===== src/participation_sqrt_impact_slippage_defines.svh =====
// ---------------------------------------------------------------------------
// Assertion macros for the participation slippage block
// Shared property forms, clocked by clock and disabled during reset.
// ---------------------------------------------------------------------------
`ifndef PARTICIPATION_SQRT_IMPACT_SLIPPAGE_DEFINES_SVH
`define PARTICIPATION_SQRT_IMPACT_SLIPPAGE_DEFINES_SVH

// The consequent holds in the same cycle as the antecedent.
`define PSIS_ASSERT_NOW(lbl, pre, post, msg) \
   lbl: assert property (@(posedge clock) disable iff (reset) (pre) |-> (post)) \
      else $error(msg);

// The consequent holds in the cycle after the antecedent.
`define PSIS_ASSERT_NEXT(lbl, pre, post, msg) \
   lbl: assert property (@(posedge clock) disable iff (reset) (pre) |=> (post)) \
      else $error(msg);

`endif


===== src/psis_div.sv =====
// ---------------------------------------------------------------------------
// psis_div
// Pipelined restoring divider, one quotient bit per stage, with sideband.
// ---------------------------------------------------------------------------
`default_nettype none
`include "participation_sqrt_impact_slippage_defines.svh"

module psis_div #(
   parameter int NUM_W  = 8,
   parameter int DEN_W  = 8,
   parameter int SIDE_W = 1
) (
   input  wire logic              clock,
   input  wire logic              reset,
   input  wire logic              adv,
   input  wire logic              in_valid,
   input  wire logic [NUM_W-1:0]  in_num,
   input  wire logic [DEN_W-1:0]  in_den,
   input  wire logic [SIDE_W-1:0] in_side,
   output logic                   out_valid,
   output logic [NUM_W-1:0]       out_quo,
   output logic [SIDE_W-1:0]      out_side
);

   logic              stg_vld  [NUM_W+1];
   logic [NUM_W-1:0]  stg_nq   [NUM_W+1];
   logic [SIDE_W-1:0] stg_side [NUM_W+1];
   logic [DEN_W-1:0]  stg_rem  [NUM_W];
   logic [DEN_W-1:0]  stg_den  [NUM_W];

   assign stg_vld[0]  = in_valid;
   assign stg_nq[0]   = in_num;
   assign stg_side[0] = in_side;
   assign stg_rem[0]  = '0;
   assign stg_den[0]  = in_den;

   for (genvar g = 0; g < NUM_W; g++) begin : g_stage
      logic [DEN_W:0]   trial;
      logic [DEN_W:0]   diff;
      logic             ge;
      logic             vld_ff;
      logic [NUM_W-1:0] nq_ff;
      logic [SIDE_W-1:0] side_ff;

      assign trial = {stg_rem[g], stg_nq[g][NUM_W-1]};
      assign ge    = trial >= {1'b0, stg_den[g]};
      assign diff  = trial - {1'b0, stg_den[g]};

      always_ff @(posedge clock) begin
         if (reset) begin
            vld_ff <= 1'b0;
         end else if (adv) begin
            vld_ff <= stg_vld[g];
         end
      end

      always_ff @(posedge clock) begin
         if (adv) begin
            nq_ff   <= {stg_nq[g][NUM_W-2:0], ge};
            side_ff <= stg_side[g];
         end
      end

      assign stg_vld[g+1]  = vld_ff;
      assign stg_nq[g+1]   = nq_ff;
      assign stg_side[g+1] = side_ff;

      if (g < NUM_W-1) begin : g_carry
         logic [DEN_W-1:0] rem_ff;
         logic [DEN_W-1:0] den_ff;
         always_ff @(posedge clock) begin
            if (adv) begin
               rem_ff <= ge ? diff[DEN_W-1:0] : trial[DEN_W-1:0];
               den_ff <= stg_den[g];
            end
         end
         assign stg_rem[g+1] = rem_ff;
         assign stg_den[g+1] = den_ff;
      end
   end

   assign out_valid = stg_vld[NUM_W];
   assign out_quo   = stg_nq[NUM_W];
   assign out_side  = stg_side[NUM_W];

   `PSIS_ASSERT_NEXT(a_div_hold, !adv && !reset, $stable(out_valid) && $stable(out_quo),
      "Divider output moved during a stall.")

endmodule

`default_nettype wire


===== config.mk =====
export PLATFORM = sky130hd
export DESIGN_NAME = psis_div
export DESIGN_NICKNAME = d
export VERILOG_FILES = /design/src/psis_div.sv
export VERILOG_INCLUDE_DIRS = /design/src /design/src/src
export SDC_FILE = /design/constraint.sdc
export NUM_CORES = 1
export LEC_CHECK = 0
export ABC_CLOCK_PERIOD_IN_PS = 2210
export BUFFER_PORTS_ARGS = -buffer_cell sky130_fd_sc_hd__buf_4
export CORE_MARGIN = 3
export CORE_UTILIZATION = 45
export DETAILED_ROUTE_END_ITERATION = 10
export PLACE_DENSITY = 0.66
export SYNTH_ARGS = -nofsm -noshare
export SYNTH_HDL_FRONTEND = slang
export SYNTH_SLANG_ARGS = --single-unit

===== constraint.sdc =====
create_clock -name clock -period 2.21 [get_ports clock]
set_input_delay 0.5525 -clock clock [delete_from_list [all_inputs] [get_ports clock]]
set_output_delay 0.5525 -clock clock [all_outputs]
set_load 0.005 [all_outputs]

# Word-level counts from Yosys, hierarchy flattened
# Cells that the tools add are included.
dict set report classes {
  div 0
  shifts 0
  mul 0
  add_sub_neg 7
  bitwise_logic 0
  mux 7
  n_eq_ne 0
  n_reduce_logical 0
  n_lt_le_gt_ge 8
}
# cell n
set op_table {}
lappend op_table {{$ge A9 B8 Y1} 7}
lappend op_table {{$mux W8} 6}
lappend op_table {{$sub A8 B8 Y8} 6}
lappend op_table {{$ge A1 B8 Y1} 1}
lappend op_table {{$sub A1 B8 Y8} 1}
lappend op_table {{$mux W1} 1}
dict set report totals {
  word_cells 61
  output_inout_bits 10
  romBits 0
  input_bits 21
  mem_bits_rw 0
  memories 0
  ff_bits 192
  latch_bits 0
}

# Longest topological paths before layout
# Gate-level depths: netlist of the first run.
dict set report logic_depth {
  word_depth 2
  mapped_depth 10
  mapped_depth_nobuf 9
}

# Worst setup path after synthesis of the first run
# OpenSTA, ideal clock, no wires.
dict set report synth_timing {
  kind {input -> register}
  from {in in_num[7]}
  to {reg g_stage[0].g_carry.rem_ff[0] (data pin)}
  stages 10
  arrival_ns 1.933
  setup_slack_ns 0.017
  t_required_ns 1.950
  n_path_buf 1
  setup_ns 0.260
  cell_sequence {inv_1 ha_1 inv_1 ha_1 nor3b_1 a21oi_1 or3_1 buf_2 nand2_1 o21ai_0}
}
dict set report synth_between {
  elab_chain_cells 2
  word_cells_on_any_way 3
  classes_between {add/sub: 1; order compare: 1; mux: 1}
}
# item line
set synth_lines {}
lappend synth_lines {{start, declared} psis_div.sv:17} ;# input wire logic [NUM_W-1:0] in_num,
lappend synth_lines {{$sub A1 B8 Y8 / $ge A1 B8 Y1 (equally long branches)} {psis_div.sv:47, psis_div.sv:46}}
lappend synth_lines {{$mux W1 *} psis_div.sv:73} ;# rem_ff <= ge ? diff[DEN_W-1:0] : trial[DEN_W-1:0];
lappend synth_lines {{end signal, assigned} psis_div.sv:73}
lappend synth_lines {{end, declared} psis_div.sv:69} ;# logic [DEN_W-1:0] rem_ff;
# Every way passes the cells marked *; elsewhere a longest branch is shown, timed or not.
# A chain may end at the register's enable or synchronous reset.

# Worst setup path after layout of the first run
dict set report layout_timing {
  from {reg g_stage[5].g_carry.den_ff[0]}
  to {reg g_stage[6].g_carry.rem_ff[6] (data pin)}
}
dict set report layout_between {
  elab_chain_cells 2
  word_cells_on_any_way 3
  classes_between {add/sub: 1; order compare: 1; mux: 1}
}
# item line
set layout_lines {}
lappend layout_lines {{start, declared} psis_div.sv:70} ;# logic [DEN_W-1:0] den_ff;
lappend layout_lines {{start signal, assigned} psis_div.sv:74} ;# den_ff <= stg_den[g];
lappend layout_lines {{$sub A8 B8 Y8 / $ge A9 B8 Y1 (equally long branches)} {psis_div.sv:47, psis_div.sv:46}}
lappend layout_lines {{$mux W8 *} psis_div.sv:73}
lappend layout_lines {{end signal, assigned} psis_div.sv:73}
lappend layout_lines {{end, declared} psis_div.sv:69}
# Marks and branches as above.

==> run metrics, run 1 <==
number of antenna violations at the first check in global routing 0; Post-Syn Area 0.00901 mm2; status finished clean; Core Rows 51; cts bufs inserted 17; Clock Tree Buf Depth 2; Clock Skews 0.00989 ns; reg2reg setup slack 0.01 ns; final RePlAce weighted congestion 0.912; Cells after DPL 975; vias in the first global route 5560; Syn Inst Count 662; number of synthesized flops with an enable pin 184; syn_area_per_cell 13.6 um2; top post-synthesis cells by area edfxtp_1, ha_1, inv_1, o21ai_0, mux2_2; Slew @ Worst Pin 0.634 ns; Pre-antenna DRT Iters 4; largest net degree at the start of global routing 41; crit path capture type register; most frequent cell after synthesis edfxtp_1; RSZ-0062 raised after global routing yes; drt total wl 14700 um; via count 5293; CTS Root Cell clkbuf_16; CP Class reg -> reg; Crit Reg-Reg Startpoint g_stage[5].g_carry.den_ff[0]$_DFFE_PP_; crit share post-route 99.6%; 1st-iter DRT viols 248; fillers 1593; I/O Buffers 30; first-pass GRT wire length 24400 um; ant diodes 0; synth warn 0; Synth top area share 61.3%; commonest cells in the netlist edfxtp_1, inv_1, ha_1, nand2_1, o21ai_0; Slew Limit Fails 0; Critical Path Start g_stage[5].g_carry.den_ff[0]$_DFFE_PP_; final hold vios 0; FFs w/ async S/R, synth 0%; top fanout value on the critical path 2; GRT Residual Overflow 0; Hold Path Class in -> reg; Core ar. 0.0196 mm2; Sequential Area 0.00569 mm2; Critical Path AT 2.38 ns; reg2reg end g_stage[6].g_carry.rem_ff[6]$_DFFE_PP_; Final setup violation count 0; Residual DRC 0; Leak 4.19 nW; Die Height 148 um; Setup TNS Final 0 ns; CTS tree yes; fraction of layout cells with a size suffix above 1 22.9%; Syn Nets 747; half-perimeter wire length after placement 10500 um; Area Growth Syn to Fin 19.4%; multi-input logic area 0.00328 mm2; number of synthesized register bits 192; Max-Cap Viols 0; fin nets 828; R2R depth 7; synth unique cells 52; sequential fraction of the synthesis area 63.1%; critical path endpoint g_stage[6].g_carry.rem_ff[6]$_DFFE_PP_; Period minus WS final 2.20 ns; pwr dens 1030 mW/mm2; ys flop type edfxtp_1; Finished Layout Cells 1021; Worst IR Drop VDD 0.617 mV; Peak Freq 455 MHz; Via-to-Cell Ratio 5.18; # H-tree levels 4; worst-skew pair later-pin latency 0.43 ns; Total GRT Usage 14.0%; leading area contributor after synthesis edfxtp_1; die area 0.0218 mm2; critical path launch point type register; DRT antenna net count 0; Initial Utilization 46.0%; slew margin rel. 57.3%; chip width 148 um; wire length per cell 14.4 um; Area after DPL 0.00979 mm2; Design Area, Final 0.0108 mm2; # IOs 31; Reg clk slew, reported paths 0.07 ns; worst path required time 2.39 ns; clock sink count 192
==> state kept, by name, summed over array words and instances, names as in the netlist <==
name / cells
g_stage.g_carry.den_ff: 56
g_stage.nq_ff: 56
g_stage.side_ff: 7
out_valid: 1
out_side: 1
out_quo: 8
g_stage.vld_ff: 7
g_stage.g_carry.rem_ff: 56
==> placed cells by master (no fill, tap or decap), types with 17 or more instances in the layout <==
cell,n
a21oi_1,22
buf_4,59
clkbuf_16,17
edfxtp_1,184
ha_1,38
inv_1,76
nand2_1,40
nor2_1,28
o21ai_0,36
==> worst max-delay path: stages, from the launching register on <==
cell and delay, ns:
edfxtp_1 0.43, ha_4 0.20, fa_2 0.38, nor2b_2 0.16, o31a_1 0.19, nor4_1 0.06
a311o_1 0.28, mux2_4 0.27
==> report_power, final <==
part	internal (W)	switching [W]	leakage, nW
clock network	0.00157	0.00127	0.276
logic	0.00171	0.00159	2.06
registers	0.00469	0.000255	1.86
total	0.00796	0.00311	4.19
==> stage by stage <==
stage / setup WS, ns / util [%] / power (W) / hold slack, ns
after floorplan: 0.0165 / - / 0.00701 / 0.400
after global placement: -0.0225 / 50.0 / 0.00769 / 0.402
after detailed placement: -0.131 / 50.0 / 0.00785 / 0.405
after CTS: -0.00989 / 53.0 / 0.0107 / 0.268
after global routing: -0.0549 / 54.9 / 0.0117 / 0.275
final: 0.00989 / 54.9 / 0.0111 / 0.298
==> repair_timing <==
| action | CTS | global route |
|---|---|---|
| setup buffers | 3 | 11 |
| hold buffers | 0 | 0 |
| pin swaps | 4 | 22 |
| endpoints found under the setup margin | 14 | 38 |
| gates resized for setup | 6 | 56 |
==> metal layers <==
metal	up-vias	track usage (%)	wire [um]
li1	2592	-	-
met1	2546	13.5	5640
met2	101	26.5	8090
met3	54	3.40	347
met4	0	8.71	636
met5	-	0	0
==> layout make-up <==
cell class,instances,area share [%]
clock buffer,24,4.57
timing repair buffer,68,5.65
tap,265,3.08
inverter,82,2.86
sequential,192,52.8
clock inverter,8,0.512
multi-input combinational,382,30.5
==> how the worst min path moves through the flow <==
stage          slack, ns                     startpoint                       endpoint  cells past startpoint
2_1_floorplan       0.40  g_stage[0].nq_ff[0]$_DFFE_PP_  g_stage[1].nq_ff[1]$_DFFE_PP_                      0
3_3_place_gp        0.40  g_stage[6].nq_ff[5]$_DFFE_PP_           out_quo[6]$_DFFE_PP_                      0
3_5_place_dp        0.40   g_stage[0].side_ff$_DFFE_PP_   g_stage[1].side_ff$_DFFE_PP_                      0
4_1_cts             0.27                        in_side   g_stage[0].side_ff$_DFFE_PP_                      1
5_1_grt             0.27                        in_side   g_stage[0].side_ff$_DFFE_PP_                      1
6_report            0.30                      in_num[6]  g_stage[0].nq_ff[7]$_DFFE_PP_                      1
==> cell families after synthesis <==
| logic type | after synthesis | share of synthesized area, % |
|---|---|---|
| xor gates and xnor gates | 19 | 1.85 |
| buffers and inverters | 88 | 3.89 |
| DFF | 192 | 63.1 |
| muxes | 29 | 3.43 |
| AOI/OAI and AO/OA | 133 | 10.5 |
| and+or+nand+nor | 137 | 7.90 |
| adders and majority gates | 64 | 9.38 |
Power figures use the tool's default switching activity.
==> run 2, diff against run 1 <==
--- a/config.mk
+++ b/config.mk
@@ -8,7 +8,7 @@
 export LEC_CHECK = 0
 export ABC_CLOCK_PERIOD_IN_PS = 2210
 export BUFFER_PORTS_ARGS = -buffer_cell sky130_fd_sc_hd__buf_4
-export CORE_MARGIN = 3
+export CORE_MARGIN = 4
 export CORE_UTILIZATION = 45
 export DETAILED_ROUTE_END_ITERATION = 10
 export PLACE_DENSITY = 0.66
==> run metrics, run 2 (synthesis results as in run 1) <==
commonest non-fill, non-tap cell in the layout edfxtp_1 (unchanged); Residual DRC 0 (unchanged); leading cell types in the layout, fill and taps excluded edfxtp_1, inv_1, buf_4 (unchanged); routed wl met2 8030 um (was 8090 um); crit-path cells ha_1 -> a21o_1 -> o21bai_1 -> a21boi_2 -> a21boi_4 -> mux2_2 (was ha_4 -> fa_2 -> nor2b_2 -> o31a_1 -> nor4_1 -> a311o_1 -> mux2_4); RSZ-0062 raised after global routing yes (unchanged); number of antenna violations at the first check in global routing 0 (unchanged); half-perimeter wire length after placement 10400 um (was 10500 um); worst-skew pair later-pin latency 0.43 ns (about the same); CP peak stage delay 0.39 ns (was 0.43 ns); fillers 1599 (was 1593); status finished clean (unchanged); slowest CP cell edfxtp_1 (unchanged); via count 5284 (was 5293); cts bufs inserted 17 (unchanged); Area Growth Syn to Fin 18.9% (was 19.4%); clock sink count 192 (unchanged); Area after DPL 0.00978 mm2 (was 0.00979 mm2); fin nets 830 (was 828); Max-Cap Viols 0 (unchanged); WL met1 5600 um (was 5640 um); Initial Utilization 46.0% (unchanged); CP delay by family, top compound AO/OA/AOI/OAI gates (was adder cells); Total GRT Usage 13.8% (was 14.0%); Period minus WS final 2.18 ns (was 2.20 ns); # IOs 31 (unchanged); I/O Buffers 30 (unchanged); Slew Limit Fails 0 (unchanged); final hold slack 0.295 ns (was 0.298 ns); Final setup violation count 0 (unchanged); Die Height 150 um (was 148 um); Pre-antenna DRT Iters 4 (unchanged); drt total wl 14700 um (about the same); # H-tree levels 4 (unchanged); Setup TNS Final 0 ns (unchanged); Worst IR Drop VDD 0.654 mV (was 0.617 mV); Design Area, Final 0.0107 mm2 (was 0.0108 mm2); die area 0.0224 mm2 (was 0.0218 mm2); Clock Tree Buf Depth 2 (unchanged); Leak 4.17 nW (was 4.19 nW); Core Rows 51 (unchanged); wire length per cell 14.4 um (about the same); fraction of layout cells with a size suffix above 1 22.9% (about the same); Peak Freq 459 MHz (was 455 MHz); chip width 150 um (was 148 um); WL met3 379 um (was 347 um); DRT antenna net count 0 (unchanged); uppermost layer routed met4 (unchanged); Reg clk slew, reported paths 0.07 ns (about the same); Slew @ Worst Pin 0.533 ns (was 0.634 ns); critical path launch point type register (unchanged); first-pass GRT wire length 24500 um (was 24400 um); crit share post-route 98.5% (was 99.6%); CTS Root Cell clkbuf_16 (unchanged); vias in the first global route 5512 (was 5560); pwr dens 1030 mW/mm2 (about the same); largest net degree at the start of global routing 50 (was 41); worst path required time 2.39 ns (about the same); Core ar. 0.0196 mm2 (unchanged); 1st-iter DRT viols 250 (was 248); slew margin rel. 64.1% (was 57.3%); top flop regs g_stage.g_carry.den_ff x56, g_stage.g_carry.rem_ff x56, g_stage.nq_ff x56 (unchanged); Critical Path AT 2.36 ns (was 2.38 ns); Hold Path Class in -> reg (unchanged); GRT Residual Overflow 0 (unchanged); CP Buf/Inv Count 0 (unchanged); top fanout value on the critical path 6 (was 2); crit path capture type register (unchanged); CTS tree yes (unchanged); final hold vios 0 (unchanged); hold buffer count at cts 0 (unchanged); Layout Utilization 54.7% (was 54.9%); ant diodes 0 (unchanged); Via-to-Cell Ratio 5.17 (was 5.18); Clock Skews 0.00597 ns (was 0.00989 ns); final RePlAce weighted congestion 0.927 (was 0.912); CP Class reg -> reg (unchanged)
## run 2: cell types whose count changed in the layout (fill, tap and decap cells not counted), sizes merged
cell and change:
bufinv +2, clkinvlp +3, clkbuf -3, inv -3, buf +2
## run 2: area by class of cell
| type | instances | area, um2 | share of cell area, % |
|---|---|---|---|
| well taps | 265 | 332 | 3.09 |
| repair buffers | 70 | 611 | 5.70 |
| clock inverters | 10 | 114 | 1.06 |
| multi-input cells | 382 | 3230 | 30.1 |
| inverters | 82 | 308 | 2.87 |
| clock buffers | 21 | 440 | 4.11 |
| flip-flops and latches | 192 | 5690 | 53.1 |
## run 2: path summary, 6_finish.rpt
kind                                            endpoint  slack (ns)                                    from  depth (start not counted)
hold / removal             g_stage[0].nq_ff[7]$_DFFE_PP_        0.29                               in_num[6]                          1
hold reg to reg            g_stage[4].nq_ff[2]$_DFFE_PP_        0.41           g_stage[3].nq_ff[1]$_DFFE_PP_                          0
setup reg to reg  g_stage[3].g_carry.rem_ff[3]$_DFFE_PP_        0.03  g_stage[2].g_carry.rem_ff[5]$_DFFE_PP_                          6
setup / recovery  g_stage[3].g_carry.rem_ff[3]$_DFFE_PP_        0.03  g_stage[2].g_carry.rem_ff[5]$_DFFE_PP_                          6
## run 2: layer usage
layer | vias to the layer above | track usage [%]
met5 | - | 0
met4 | 0 | 9.29
met3 | 59 | 3.15
met2 | 99 | 25.3
met1 | 2529 | 13.9
li1 | 2597 | -
## run 2: through the flow
stage / power (W) / instances / setup slack (ns)
floorplan: 0.00701 / 662 / 0.0165
global route: 0.0117 / 1022 / -0.0547
detailed placement: 0.00785 / 973 / -0.142
finish: 0.0111 / 1022 / 0.0324
CTS: 0.0108 / 1004 / 0.000270
global placement: 0.00768 / 973 / -0.0217
## run 2: power by group
part	internal, W	switching (W)
logic	0.00166	0.00157
clock network	0.00166	0.00126
registers	0.00469	0.000251
## run 2: worst reg2reg max path, cell delays in order (launching register included)
cell and delay (ns):
edfxtp_1 0.39, ha_1 0.33, a21o_1 0.20, o21bai_1 0.17, a21boi_2 0.15, a21boi_4 0.32, mux2_2 0.37
## run 2: what timing repair did
item | 4_1_cts | 5_1_grt
pin swaps | 2 | 17
setup endpoints to repair | 13 | 36
gates resized for setup | 6 | 51
buffers inserted | 0 | 18
==> run 3, diff against run 2 <==
--- a/config.mk
+++ b/config.mk
@@ -6,12 +6,13 @@
 export SDC_FILE = /design/constraint.sdc
 export NUM_CORES = 1
 export LEC_CHECK = 0
-export ABC_CLOCK_PERIOD_IN_PS = 2210
+export ABC_AREA = 1
+export ABC_CLOCK_PERIOD_IN_PS = 2600
 export BUFFER_PORTS_ARGS = -buffer_cell sky130_fd_sc_hd__buf_4
 export CORE_MARGIN = 4
 export CORE_UTILIZATION = 45
 export DETAILED_ROUTE_END_ITERATION = 10
-export PLACE_DENSITY = 0.66
+export PLACE_DENSITY = 0.64
 export SYNTH_ARGS = -nofsm -noshare
 export SYNTH_HDL_FRONTEND = slang
 export SYNTH_SLANG_ARGS = --single-unit
==> constraint.sdc (replaced) <==
create_clock -name clock -period 2.6 [get_ports clock]
set_input_delay 0.65 -clock clock [delete_from_list [all_inputs] [get_ports clock]]
set_output_delay 0.65 -clock clock [all_outputs]
set_load 0.005 [all_outputs]
==> run metrics, run 3 <==
Period minus WS final 2.04 ns (was 2.18 ns); Residual DRC 0 (unchanged); Slew @ Worst Pin 0.507 ns (was 0.533 ns); Syn Inst Count 947 (was 662); commonest non-fill, non-tap cell in the layout nand2_1 (was edfxtp_1); Setup TNS Final 0 ns (unchanged); Reg clk slew, reported paths 0.07 ns (about the same); largest net degree at the start of global routing 74 (was 50); Clock Skews 0.00981 ns (was 0.00597 ns); commonest cells in the netlist nand2_1, edfxtp_1, inv_1, nand3_1, ha_1 (was edfxtp_1, inv_1, ha_1, nand2_1, o21ai_0); number of synthesized register bits 192 (unchanged); Critical Path AT 2.21 ns (was 2.36 ns); fillers 1915 (was 1599); number of synthesized flops with an enable pin 184 (unchanged); min-delay src in_num[6] (unchanged); Core Rows 53 (was 51); Worst IR Drop VDD 0.532 mV (was 0.654 mV); number of antenna violations at the first check in global routing 0 (unchanged); Pre-antenna DRT Iters 4 (unchanged); sequential fraction of the synthesis area 59.0% (was 63.1%); top fanout value on the critical path 9 (was 6); Final setup violation count 0 (unchanged); Leak 4.91 nW (was 4.17 nW); die area 0.0238 mm2 (was 0.0224 mm2); hold buffer count at cts 0 (unchanged); Sequential Area 0.00569 mm2 (unchanged); post-CTS sizing 0 (was 6); vias in the first global route 6028 (was 5512); chip width 154 um (was 150 um); drt total wl 17400 um (was 14700 um); # H-tree levels 4 (unchanged); Crit Reg-Reg Startpoint g_stage[1].g_carry.rem_ff[2]$_DFFE_PP_ (was g_stage[2].g_carry.rem_ff[5]$_DFFE_PP_); reg2reg end g_stage[2].g_carry.rem_ff[5]$_DFFE_PP_ (was g_stage[3].g_carry.rem_ff[3]$_DFFE_PP_); Via-to-Cell Ratio 4.82 (was 5.17); Syn Nets 1032 (was 747); Hold Path Class in -> reg (unchanged); FFs w/ async S/R, synth 0% (unchanged); via count 6168 (was 5284); Clock Tree Buf Depth 2 (unchanged); multi-input logic area 0.00326 mm2 (was 0.00323 mm2); pwr dens 870 mW/mm2 (was 1030 mW/mm2); Total GRT Usage 15.4% (was 13.8%); CTS Root Cell clkbuf_16 (unchanged); status finished clean (unchanged); worst-skew pair later-pin latency 0.43 ns (about the same); fraction of layout cells with a size suffix above 1 9.65% (was 22.9%); R2R depth 9 (was 6); slew margin rel. 65.9% (was 64.1%); fin nets 1077 (was 830); hold depth 1 (unchanged); Max-Cap Viols 0 (unchanged); syn_area_per_cell 10.2 um2 (was 13.6 um2); Slew Limit Fails 0 (unchanged); final hold vios 0 (unchanged); Post-Syn Area 0.00964 mm2 (was 0.00901 mm2); crit path capture type register (unchanged); Die Height 154 um (was 150 um); I/O Buffers 30 (unchanged); # IOs 31 (unchanged); clock sink count 192 (unchanged); Area Growth Syn to Fin 11.8% (was 18.9%); CTS tree yes (unchanged); half-perimeter wire length after placement 13100 um (was 10400 um); Synth top area share 57.3% (was 61.3%); final RePlAce weighted congestion 0.883 (was 0.927); 1st-iter DRT viols 336 (was 250); cts bufs inserted 17 (unchanged); Peak Freq 491 MHz (was 459 MHz); critical path launch point type register (unchanged); pre-CTS worst setup slack 0.462 ns (was -0.142 ns); most frequent cell after synthesis nand2_1 (was edfxtp_1); PnR worst setup slack 0.561 ns (was 0.0324 ns); leading cell types in the layout, fill and taps excluded nand2_1, edfxtp_1, inv_1 (was edfxtp_1, inv_1, buf_4); ys flop type edfxtp_1 (unchanged); worst path required time 2.77 ns (was 2.39 ns); RSZ-0062 raised after global routing no (was yes); GRT Residual Overflow 0 (unchanged); ant diodes 0 (unchanged); Initial Utilization 45.9% (was 46.0%); top post-synthesis cells by area edfxtp_1, nand2_1, ha_1, inv_1, nand3_1 (was edfxtp_1, ha_1, inv_1, o21ai_0, mux2_2); wire length per cell 13.6 um (was 14.4 um); Critical Path Start g_stage[1].g_carry.rem_ff[2]$_DFFE_PP_ (was g_stage[2].g_carry.rem_ff[5]$_DFFE_PP_); synth unique cells 32 (was 52); postcts setup bufs 0 (unchanged); top flop regs g_stage.g_carry.den_ff x56, g_stage.g_carry.rem_ff x56, g_stage.nq_ff x56 (unchanged); leading area contributor after synthesis edfxtp_1 (unchanged); synth warn 0 (unchanged); crit share post-route 78.4% (was 98.5%); final hold slack 0.389 ns (was 0.295 ns); DRT antenna net count 0 (unchanged); reg2reg setup slack 0.56 ns (was 0.03 ns); first-pass GRT wire length 29400 um (was 24500 um); WHS Endpoint g_stage[0].nq_ff[7]$_DFFE_PP_ (unchanged); Core ar. 0.0210 mm2 (was 0.0196 mm2); CP Class reg -> reg (unchanged)
-- run 3: worst max path at each step --
stage                                                  end  cells after the start
floorplan           g_stage[0].g_carry.rem_ff[0]$_DFFE_PP_                      8
global placement    g_stage[0].g_carry.rem_ff[0]$_DFFE_PP_                      9
detailed placement  g_stage[0].g_carry.rem_ff[0]$_DFFE_PP_                      9
CTS                 g_stage[4].g_carry.rem_ff[5]$_DFFE_PP_                     10
global route        g_stage[4].g_carry.rem_ff[6]$_DFFE_PP_                     10
finish              g_stage[2].g_carry.rem_ff[5]$_DFFE_PP_                      9
-- run 3: critical path: stages, from the launching register on --
cell	delay, ns
edfxtp_1	0.42
ha_1	0.40
nand2_1	0.14
clkinv_1	0.11
a21oi_2	0.17
nand2_1	0.12
nand2_4	0.14
nand2_4	0.11
nand2_1	0.08
nand2_1	0.10
-- run 3: cell type report --
cell class	count	area share, %
flip-flops and latches	192	52.8
multi-input cells	586	30.3
inverters	159	5.54
clock buffers	17	3.95
well taps	275	3.19
repair buffers	36	2.91
clock inverters	15	1.37
-- run 3: kinds of logic after synthesis --
logic type               after synthesis  synth area share, %
AND/OR/NAND/NOR                      461                 21.0
XOR/XNOR                              18                 1.63
flip-flops                           192                 59.0
adder cells (fa/ha/maj)               64                 8.77
buffers and inverters                169                 7.20
AO/OA/AOI/OAI                         43                 2.47
-- run 3: where the power goes --
group          internal, W  total [W]  switching, W
logic             0.000991    0.00268       0.00169
registers          0.00398    0.00419      0.000214
clock network      0.00127    0.00250       0.00123
total              0.00624    0.00937       0.00313
-- run 3: metal layers --
| metal | vias up | GRT usage [%] | share of wire [%] |
|---|---|---|---|
| met5 | - | 0 | 0 |
| met4 | 0 | 4.84 | 1.3 |
| met3 | 17 | 2.97 | 2.5 |
| met2 | 78 | 26.9 | 51 |
| met1 | 2851 | 19.4 | 45 |
| li1 | 3222 | - | - |
-- run 3: through the flow --
step / utilization, % / total power [W] / std cells / instance area, um2
3_3_place_gp: 48.5 / 0.00692 / 1248 / 10200
4_1_cts: 51.3 / 0.00948 / 1280 / 10800
5_1_grt: 51.3 / 0.0101 / 1280 / 10800
6_report: 51.3 / 0.00937 / 1280 / 10800
3_5_place_dp: 48.5 / 0.00695 / 1248 / 10200
2_1_floorplan: - / 0.00627 / 947 / 9640
